**config.mk**
```make
export PLATFORM = sky130hd
export DESIGN_NAME = stream_event_ledger
export DESIGN_NICKNAME = d
export VERILOG_FILES = /design/src/sel_pkg.sv /design/src/sel_cell.sv /design/src/stream_event_ledger.sv
export SDC_FILE = /design/constraint.sdc
export NUM_CORES = 2
export LEC_CHECK = 0
export BUFFER_PORTS_ARGS = -buffer_cell sky130_fd_sc_hd__buf_2
export CAP_MARGIN = 10
export CORE_MARGIN = 1
export CORE_UTILIZATION = 40
export CTS_CLUSTER_SIZE = 8
export DETAILED_ROUTE_END_ITERATION = 7
export PLACE_DENSITY = 0.63
export SLEW_MARGIN = 20
export SYNTH_ARGS = -nofsm -noshare
export SYNTH_HDL_FRONTEND = slang
export SYNTH_HIERARCHICAL = 1
export SYNTH_SLANG_ARGS = --single-unit
```
**constraint.sdc**
```tcl
create_clock -name clk -period 6.5 [get_ports clk]
set_input_delay 0.325 -clock clk [delete_from_list [all_inputs] [get_ports clk]]
set_output_delay 0.325 -clock clk [all_outputs]
set_load 0.02 [all_outputs]
```
**src/sel_pkg.sv**
```systemverilog
// types and constants shared by the stream event ledger files
`timescale 1ns / 1ps

package sel_pkg;

	localparam logic [2:0] CMD_CREATE  = 3'd0;
	localparam logic [2:0] CMD_WRITE   = 3'd1;
	localparam logic [2:0] CMD_STOP    = 3'd2;
	localparam logic [2:0] CMD_DESTROY = 3'd3;
	localparam logic [2:0] CMD_OBSERVE = 3'd4;
	localparam logic [2:0] CMD_POLL    = 3'd5;
	localparam logic [2:0] CMD_CLEAR   = 3'd6;

	localparam logic [1:0] KIND_ENDED    = 2'd0;
	localparam logic [1:0] KIND_UNDERRUN = 2'd1;
	localparam logic [1:0] KIND_CREDIT   = 2'd2;

	localparam logic [15:0] RING_RESET = 16'd4096;

	typedef struct packed {
		logic [2:0]  command;
		logic [15:0] handle;
		logic [15:0] accepted_frames;
		logic [31:0] end_count;
		logic [31:0] underrun_count;
		logic [15:0] ring_free;
	} item_t;

	typedef struct packed {
		logic        event_valid;
		logic [1:0]  event_kind;
		logic [15:0] event_handle;
		logic [15:0] event_free;
		logic [5:0]  queued_events;
		logic        overflow_seen;
	} result_t;

	typedef struct packed {
		logic [1:0]  kind;
		logic [15:0] handle;
		logic [15:0] free;
	} entry_t;

	typedef enum logic [1:0] {
		ST_IDLE,
		ST_EXEC,
		ST_EVENT,
		ST_PURGE
	} state_t;

endpackage

```
**src/sel_cell.sv**
```systemverilog
// one queue cell: holds an event entry, loads a new one or takes its neighbor's
`timescale 1ns / 1ps

module sel_cell (
	input  logic            clk,
	input  logic            shift,
	input  logic            load,
	input  sel_pkg::entry_t nbr,
	input  sel_pkg::entry_t din,
	output sel_pkg::entry_t q
);

	sel_pkg::entry_t entry_q;

	always_ff @(posedge clk) begin
		if (load) begin
			entry_q <= din;
		end else if (shift) begin
			entry_q <= nbr;
		end
	end

	assign q = entry_q;

endmodule

```
**src/stream_event_ledger.sv**
```systemverilog
// top level: stream slot table and event queue built as a chain of cells
//
// channel   direction  handshake             payload
// item      in         start && !busy        item (sel_pkg::item_t)
// result    out        done, one cycle       result (sel_pkg::result_t)
// config    in         cfg_we                cfg_wdata (ring_frames)
//
// every item passes through the control sequencer: capture, then execute
// observe adds an event step for each changed counter (up to three)
// destroy adds a purge step per queued event, shifting the cell chain to compact it
// the result strobes in the cycle after the last step; the next item may start then
// reset clears the slots, the queue count and the overflow flag at once
`timescale 1ns / 1ps

module stream_event_ledger #(
	parameter int SLOT_COUNT = 8,
	parameter int FIFO_DEPTH = 32
) (
	input  logic             clk,
	input  logic             arst_n,
	input  logic             start,
	output logic             busy,
	input  sel_pkg::item_t   item,
	output logic             done,
	output sel_pkg::result_t result,
	input  logic             cfg_we,
	input  logic [15:0]      cfg_wdata
);

	localparam int SW = (SLOT_COUNT > 1) ? $clog2(SLOT_COUNT) : 1;
	localparam int CW = $clog2(FIFO_DEPTH + 1);
	localparam int RSH = 24;
	localparam logic [24:0] RECIP = 25'(((1 << RSH) + SLOT_COUNT - 1) / SLOT_COUNT);

	sel_pkg::state_t  state_q, state_d;
	sel_pkg::item_t   req_q;
	logic [15:0]      quot_q;
	logic [15:0]      ring_q;
	logic [15:0]      owner_q [SLOT_COUNT];
	logic [15:0]      credit_q [SLOT_COUNT];
	logic [31:0]      ends_q [SLOT_COUNT];
	logic [31:0]      unders_q [SLOT_COUNT];
	logic [CW-1:0]    cnt_q, cnt_d;
	logic [CW-1:0]    scan_q, scan_d;
	logic [CW-1:0]    ld_idx;
	logic             ovf_q, ovf_d;
	logic [2:0]       pend_q, pend_d;
	logic             done_q;
	sel_pkg::result_t result_q;

	logic [40:0]      prod;
	logic [21:0]      qmul;
	logic [15:0]      rem;
	logic [SW-1:0]    sidx;
	logic             match;
	logic             full;
	logic             pop_en, push_en, push_req, clr, fin;
	sel_pkg::entry_t  push_data;
	sel_pkg::entry_t  cell_q [FIFO_DEPTH];
	sel_pkg::entry_t  nbr_w [FIFO_DEPTH];
	logic             ev_valid;
	logic [1:0]       ev_kind;
	logic [15:0]      ev_handle, ev_free;

	// slot select by reciprocal multiply, remainder taken in the next cycle
	assign prod = 41'(item.handle) * 41'(RECIP);
	assign qmul = 22'(quot_q) * 22'(SLOT_COUNT);
	assign rem = req_q.handle - qmul[15:0];
	assign sidx = SW'(rem);
	assign match = (req_q.handle != 16'd0) && (owner_q[sidx] == req_q.handle);
	assign full = (cnt_q == CW'(FIFO_DEPTH));
	assign ld_idx = pop_en ? (cnt_q - CW'(1)) : cnt_q;

	genvar gi;
	generate
		for (gi = 0; gi < FIFO_DEPTH; gi++) begin : g_cell
			if (gi < FIFO_DEPTH - 1) begin : g_mid
				assign nbr_w[gi] = cell_q[gi + 1];
			end else begin : g_last
				assign nbr_w[gi] = '0;
			end
			sel_cell u_cell (
				.clk   (clk),
				.shift (pop_en),
				.load  (push_en && (ld_idx == CW'(gi))),
				.nbr   (nbr_w[gi]),
				.din   (push_data),
				.q     (cell_q[gi])
			);
		end
	endgenerate

	always_comb begin
		state_d   = state_q;
		scan_d    = scan_q;
		pend_d    = pend_q;
		pop_en    = 1'b0;
		push_req  = 1'b0;
		push_en   = 1'b0;
		push_data = '0;
		clr       = 1'b0;
		fin       = 1'b0;
		ev_valid  = 1'b0;
		ev_kind   = sel_pkg::KIND_ENDED;
		ev_handle = 16'd0;
		ev_free   = 16'd0;
		case (state_q)
			sel_pkg::ST_IDLE: begin
				if (start) begin
					state_d = sel_pkg::ST_EXEC;
				end
			end
			sel_pkg::ST_EXEC: begin
				case (req_q.command)
					sel_pkg::CMD_DESTROY: begin
						scan_d = cnt_q;
						if (cnt_q == '0) begin
							fin = 1'b1;
						end else begin
							state_d = sel_pkg::ST_PURGE;
						end
					end
					sel_pkg::CMD_OBSERVE: begin
						pend_d = match ? {(req_q.ring_free != credit_q[sidx]),
							(req_q.underrun_count != unders_q[sidx]),
							(req_q.end_count != ends_q[sidx])} : 3'b000;
						if (pend_d == 3'b000) begin
							fin = 1'b1;
						end else begin
							state_d = sel_pkg::ST_EVENT;
						end
					end
					sel_pkg::CMD_POLL: begin
						fin = 1'b1;
						if (cnt_q != '0) begin
							pop_en    = 1'b1;
							ev_valid  = 1'b1;
							ev_kind   = cell_q[0].kind;
							ev_handle = cell_q[0].handle;
							ev_free   = (cell_q[0].kind == sel_pkg::KIND_CREDIT) ?
								cell_q[0].free : 16'd0;
						end
					end
					sel_pkg::CMD_CLEAR: begin
						clr = 1'b1;
						fin = 1'b1;
					end
					default: begin
						fin = 1'b1;
					end
				endcase
			end
			sel_pkg::ST_EVENT: begin
				push_req         = 1'b1;
				push_en          = !full;
				push_data.handle = req_q.handle;
				if (pend_q[0]) begin
					push_data.kind = sel_pkg::KIND_ENDED;
				end else if (pend_q[1]) begin
					push_data.kind = sel_pkg::KIND_UNDERRUN;
				end else begin
					push_data.kind = sel_pkg::KIND_CREDIT;
					push_data.free = req_q.ring_free;
				end
				pend_d = pend_q & (pend_q - 3'd1);
				if (pend_d == 3'b000) begin
					fin = 1'b1;
				end
			end
			sel_pkg::ST_PURGE: begin
				pop_en    = 1'b1;
				push_en   = (cell_q[0].handle != req_q.handle);
				push_data = cell_q[0];
				scan_d    = scan_q - CW'(1);
				if (scan_q == CW'(1)) begin
					fin = 1'b1;
				end
			end
			default: begin
				state_d = sel_pkg::ST_IDLE;
			end
		endcase
		if (fin) begin
			state_d = sel_pkg::ST_IDLE;
		end
	end

	always_comb begin
		cnt_d = cnt_q;
		if (pop_en) begin
			cnt_d = cnt_d - CW'(1);
		end
		if (push_en) begin
			cnt_d = cnt_d + CW'(1);
		end
		if (clr) begin
			cnt_d = '0;
		end
		ovf_d = clr ? 1'b0 : (ovf_q | (push_req && full));
	end

	always_ff @(posedge clk or negedge arst_n) begin
		if (!arst_n) begin
			state_q <= sel_pkg::ST_IDLE;
			cnt_q   <= '0;
			scan_q  <= '0;
			pend_q  <= 3'b000;
			ovf_q   <= 1'b0;
			done_q  <= 1'b0;
		end else begin
			state_q <= state_d;
			cnt_q   <= cnt_d;
			scan_q  <= scan_d;
			pend_q  <= pend_d;
			ovf_q   <= ovf_d;
			done_q  <= fin;
		end
	end

	always_ff @(posedge clk) begin
		if (start && (state_q == sel_pkg::ST_IDLE)) begin
			req_q  <= item;
			quot_q <= prod[RSH+15:RSH];
		end
		if (fin) begin
			result_q.event_valid   <= ev_valid;
			result_q.event_kind    <= ev_kind;
			result_q.event_handle  <= ev_handle;
			result_q.event_free    <= ev_free;
			result_q.queued_events <= 6'(cnt_d);
			result_q.overflow_seen <= ovf_d;
		end
	end

	always_ff @(posedge clk or negedge arst_n) begin
		if (!arst_n) begin
			ring_q <= sel_pkg::RING_RESET;
			for (int s = 0; s < SLOT_COUNT; s++) begin
				owner_q[s]  <= 16'd0;
				credit_q[s] <= 16'd0;
				ends_q[s]   <= 32'd0;
				unders_q[s] <= 32'd0;
			end
		end else begin
			if (cfg_we) begin
				ring_q <= cfg_wdata;
			end
			if (state_q == sel_pkg::ST_EXEC) begin
				case (req_q.command)
					sel_pkg::CMD_CREATE: begin
						owner_q[sidx]  <= req_q.handle;
						credit_q[sidx] <= ring_q;
						ends_q[sidx]   <= 32'd0;
						unders_q[sidx] <= 32'd0;
					end
					sel_pkg::CMD_WRITE: begin
						if (match) begin
							credit_q[sidx] <= (req_q.accepted_frames > credit_q[sidx]) ?
								16'd0 : (credit_q[sidx] - req_q.accepted_frames);
						end
					end
					sel_pkg::CMD_STOP: begin
						if (match) begin
							credit_q[sidx] <= ring_q;
						end
					end
					sel_pkg::CMD_DESTROY: begin
						if (match) begin
							owner_q[sidx]  <= 16'd0;
							credit_q[sidx] <= 16'd0;
							ends_q[sidx]   <= 32'd0;
							unders_q[sidx] <= 32'd0;
						end
					end
					sel_pkg::CMD_OBSERVE: begin
						if (match) begin
							ends_q[sidx]   <= req_q.end_count;
							unders_q[sidx] <= req_q.underrun_count;
							credit_q[sidx] <= req_q.ring_free;
						end
					end
					sel_pkg::CMD_CLEAR: begin
						for (int s = 0; s < SLOT_COUNT; s++) begin
							owner_q[s]  <= 16'd0;
							credit_q[s] <= 16'd0;
							ends_q[s]   <= 32'd0;
							unders_q[s] <= 32'd0;
						end
					end
					default: begin
					end
				endcase
			end
		end
	end

	assign busy   = (state_q != sel_pkg::ST_IDLE);
	assign done   = done_q;
	assign result = result_q;

endmodule

```
==> run metrics <==
main combinational cell family by area after synthesis=multiplexers; Tightest Pin Transition=1.18 ns; Mapped Cells=5597; multi-input logic area=0.0332 mm2; Area Overhead vs Synth=13.9%; Reg area=0.0575 mm2; MaxCap Viol Count=0; Post-Syn Area=0.0940 mm2; mux share of post-synthesis cell area=between 20% and 30%; WL/cell=about 27 um; final-layout fill cell count=about 20000; DR pass1 iterations=5; Final Cycle Share=about nine tenths; layout cell share with drive strength beyond 1=33.7%; Top Ports=179; crit path launch type=register; Slew Viols, Final=0; number of global-route vias before repair=55900; Max clock buf depth=4; num rows=177; Async SR Flop Fraction=between 30% and 40%; Die Y-Extent=about 490 um; Synth top area share=between 30% and 40%; core area=~0.23 mm2; Simple-Gate Fraction of Synth Area=under 10%; Total Power=between 40 and 50 mW; largest net degree at the start of global routing=approximately 170; Leakage=approximately 43 nW; clk sinks=between 2000 and 2500; Worst Skew=approximately 0.12 ns; Post-synth EDFFs=1245; Via density=5.77; WP data arrival=roughly 6.3 ns; CTS tree=yes; Post-Synth Adder-Cell Area=less than 1%; Die Area=roughly 0.24 mm2; Setup Viol. Count Final=0; synth warn=6; compound-cell area share of the yosys netlist=under 10%; Final nets=just over 6000; status=completed; final hold violations=0; largest cells by area after synthesis=edfxtp_1 (40%), dfrtp_1 (21%), mux2_4 (15%), a22o_1 (7.2%), mux2_2 (2.9%); Synth Area in XOR/XNOR=under 10%; hpwl dp=approximately 150000 um; Initial Utilization=40.3%; initial antenna violation count=9; Power Density=408 mW/mm2; fin crit period=just under 6 ns; number of synthesized register bits=just over 2000; crit-path max FO=35; Port Buffer Count=approximately 180; Final ANT Viol Nets=0; Critical Path RT=7.03 ns; Synth top cells by count=edfxtp_1 (1245), mux2_4 (930), dfrtp_1 (802); DR DRC count=0; synth unique cells=92; most common cell in the netlist=edfxtp_1; routability cong.=~0.86; Mean Syn Cell Area=between 15 and 20 um2; ys flop type=edfxtp_1; Setup TNS=0 ns; clk root buf=clkbuf_16; Seq/Total Area, Yosys=between 60% and 70%; WL final=between 200000 and 250000 um; Fmax=~0.17 GHz; Yosys top cell by area=edfxtp_1; Worst-path clk slew=0.05 ns; Slew HR=between 20% and 30%; first-pass GRT wire length=about 370000 um; CTS Buf Count=roughly 300; GRT Total Usage=a little over a fifth; chip width=between 400 and 500 um; gr ovfl total=0; WS Path Type=register to register; RSZ-0062 raised after global routing=no; maximum VDD drop=around 0.34 mV; worst skew pair latency=roughly 0.96 ns; H-Tree Depth=5; Worst Hold Class=primary input to asynchronous set/reset pin; via count=about 53000; CP endpoint kind=register; initial drt markers=roughly 5000
stage by stage:
stage,std cells,worst slack (ns),area [um2],hold slack [ns],util [%]
after floorplan,5630,1.60,94100,0.0294,-
after global placement,8661,0.934,97400,0.428,41.8
after detailed placement,8661,0.909,97400,0.438,41.8
after CTS,9207,0.865,107000,0.00331,46.0
after global routing,9209,0.397,107000,0.0196,46.0
final,9209,0.722,107000,0.0361,46.0
power breakdown:
part	total (mW)	switching (mW)	internal, mW
logic	10.3	6.01	4.32
registers	19.3	1.55	17.8
clock network	14.0	5.41	8.62
total	43.7	13.0	30.7
layer usage:
layer | vias to the layer above | share of wire, % | track usage [%]
met2 | 2216 | 47 | 33.3
met3 | 527 | 7.2 | 4.41
met4 | 0 | 4.1 | 9.22
met5 | - | 0 | 0
met1 | 27900 | 42 | 27.2
li1 | 22500 | - | -
final timing paths:
check	slack [ns]	from	end	depth (start not counted)
worst max-delay path	0.72	req_q[113]$_DFFE_PP_	g_cell[4].u_cell/q[3]$_DFFE_PP_	10
worst max register to register	0.72	req_q[113]$_DFFE_PP_	g_cell[4].u_cell/q[3]$_DFFE_PP_	10
max in group asynchronous	4.71	arst_n	scan_q[2]$_DFFE_PN0P_	3
worst min register to register	0.47	register	register	1
worst min-delay path	0.04	arst_n	ends_q[189]$_DFFE_PN0P_	2
min in group clk	0.04	start	req_q[1]$_DFFE_PP_	2
repair_timing:
item	CTS	global route
buffers inserted	0	0
hold buffers	144	0
resized for setup	0	0
hold endpoints to repair	223	0
cell families after synthesis:
| kind of cell | after synthesis |
|---|---|
| AO/OA/AOI/OAI | 1110 |
| XOR/XNOR | 116 |
| adder cells (fa/ha/maj) | 25 |
| buffers and inverters | 492 |
| multiplexers | 1364 |
| other | 1 |
| flip-flops | 2048 |
| AND/OR/NAND/NOR | 441 |
layout by cell type, fill, tap and decap left out, drive strengths merged, types with 9 or more instances in the layout:
master,n
nand3,18
nand4,15
conb,34
clkbuf,392
nor4,17
ha,23
mux2i,110
nor2,109
a22o,773
nor3,20
edfxtp,1245
o211ai,12
or2,38
o21ai,47
and3,26
inv,42
nand2,85
a22oi,63
mux4,79
nand2b,9
mux2,1175
a21oi,31
nor2b,12
dfrtp,802
and2,57
a21o,18
dlygate4sd3,144
a221o,20
xor2,58
a221oi,40
or3,11
buf,353
o22ai,20
xnor2,58
cell type report:
class / instances / area share [%]
antenna: 2 / 0.00467
clock buffer: 392 / 7.59
multi-input combinational: 3090 / 31.0
sequential: 2048 / 53.7
tap: 3132 / 3.66
inverter: 38 / 0.133
timing repair buffer: 497 / 3.82
clock inverter: 10 / 0.112
worst max-delay path, cell delays in order (launching register included):
cell      delay (ns)
edfxtp_1        0.63
nor2b_1         0.41
o311a_1         0.82
o21ai_1         0.32
or4_1           0.54
xor2_1          0.37
nand2b_1        0.42
nor2_1          0.35
and2_2          0.91
or2_1           0.22
buf_4           0.39
Note: power is estimated with default switching activity, not from simulation.
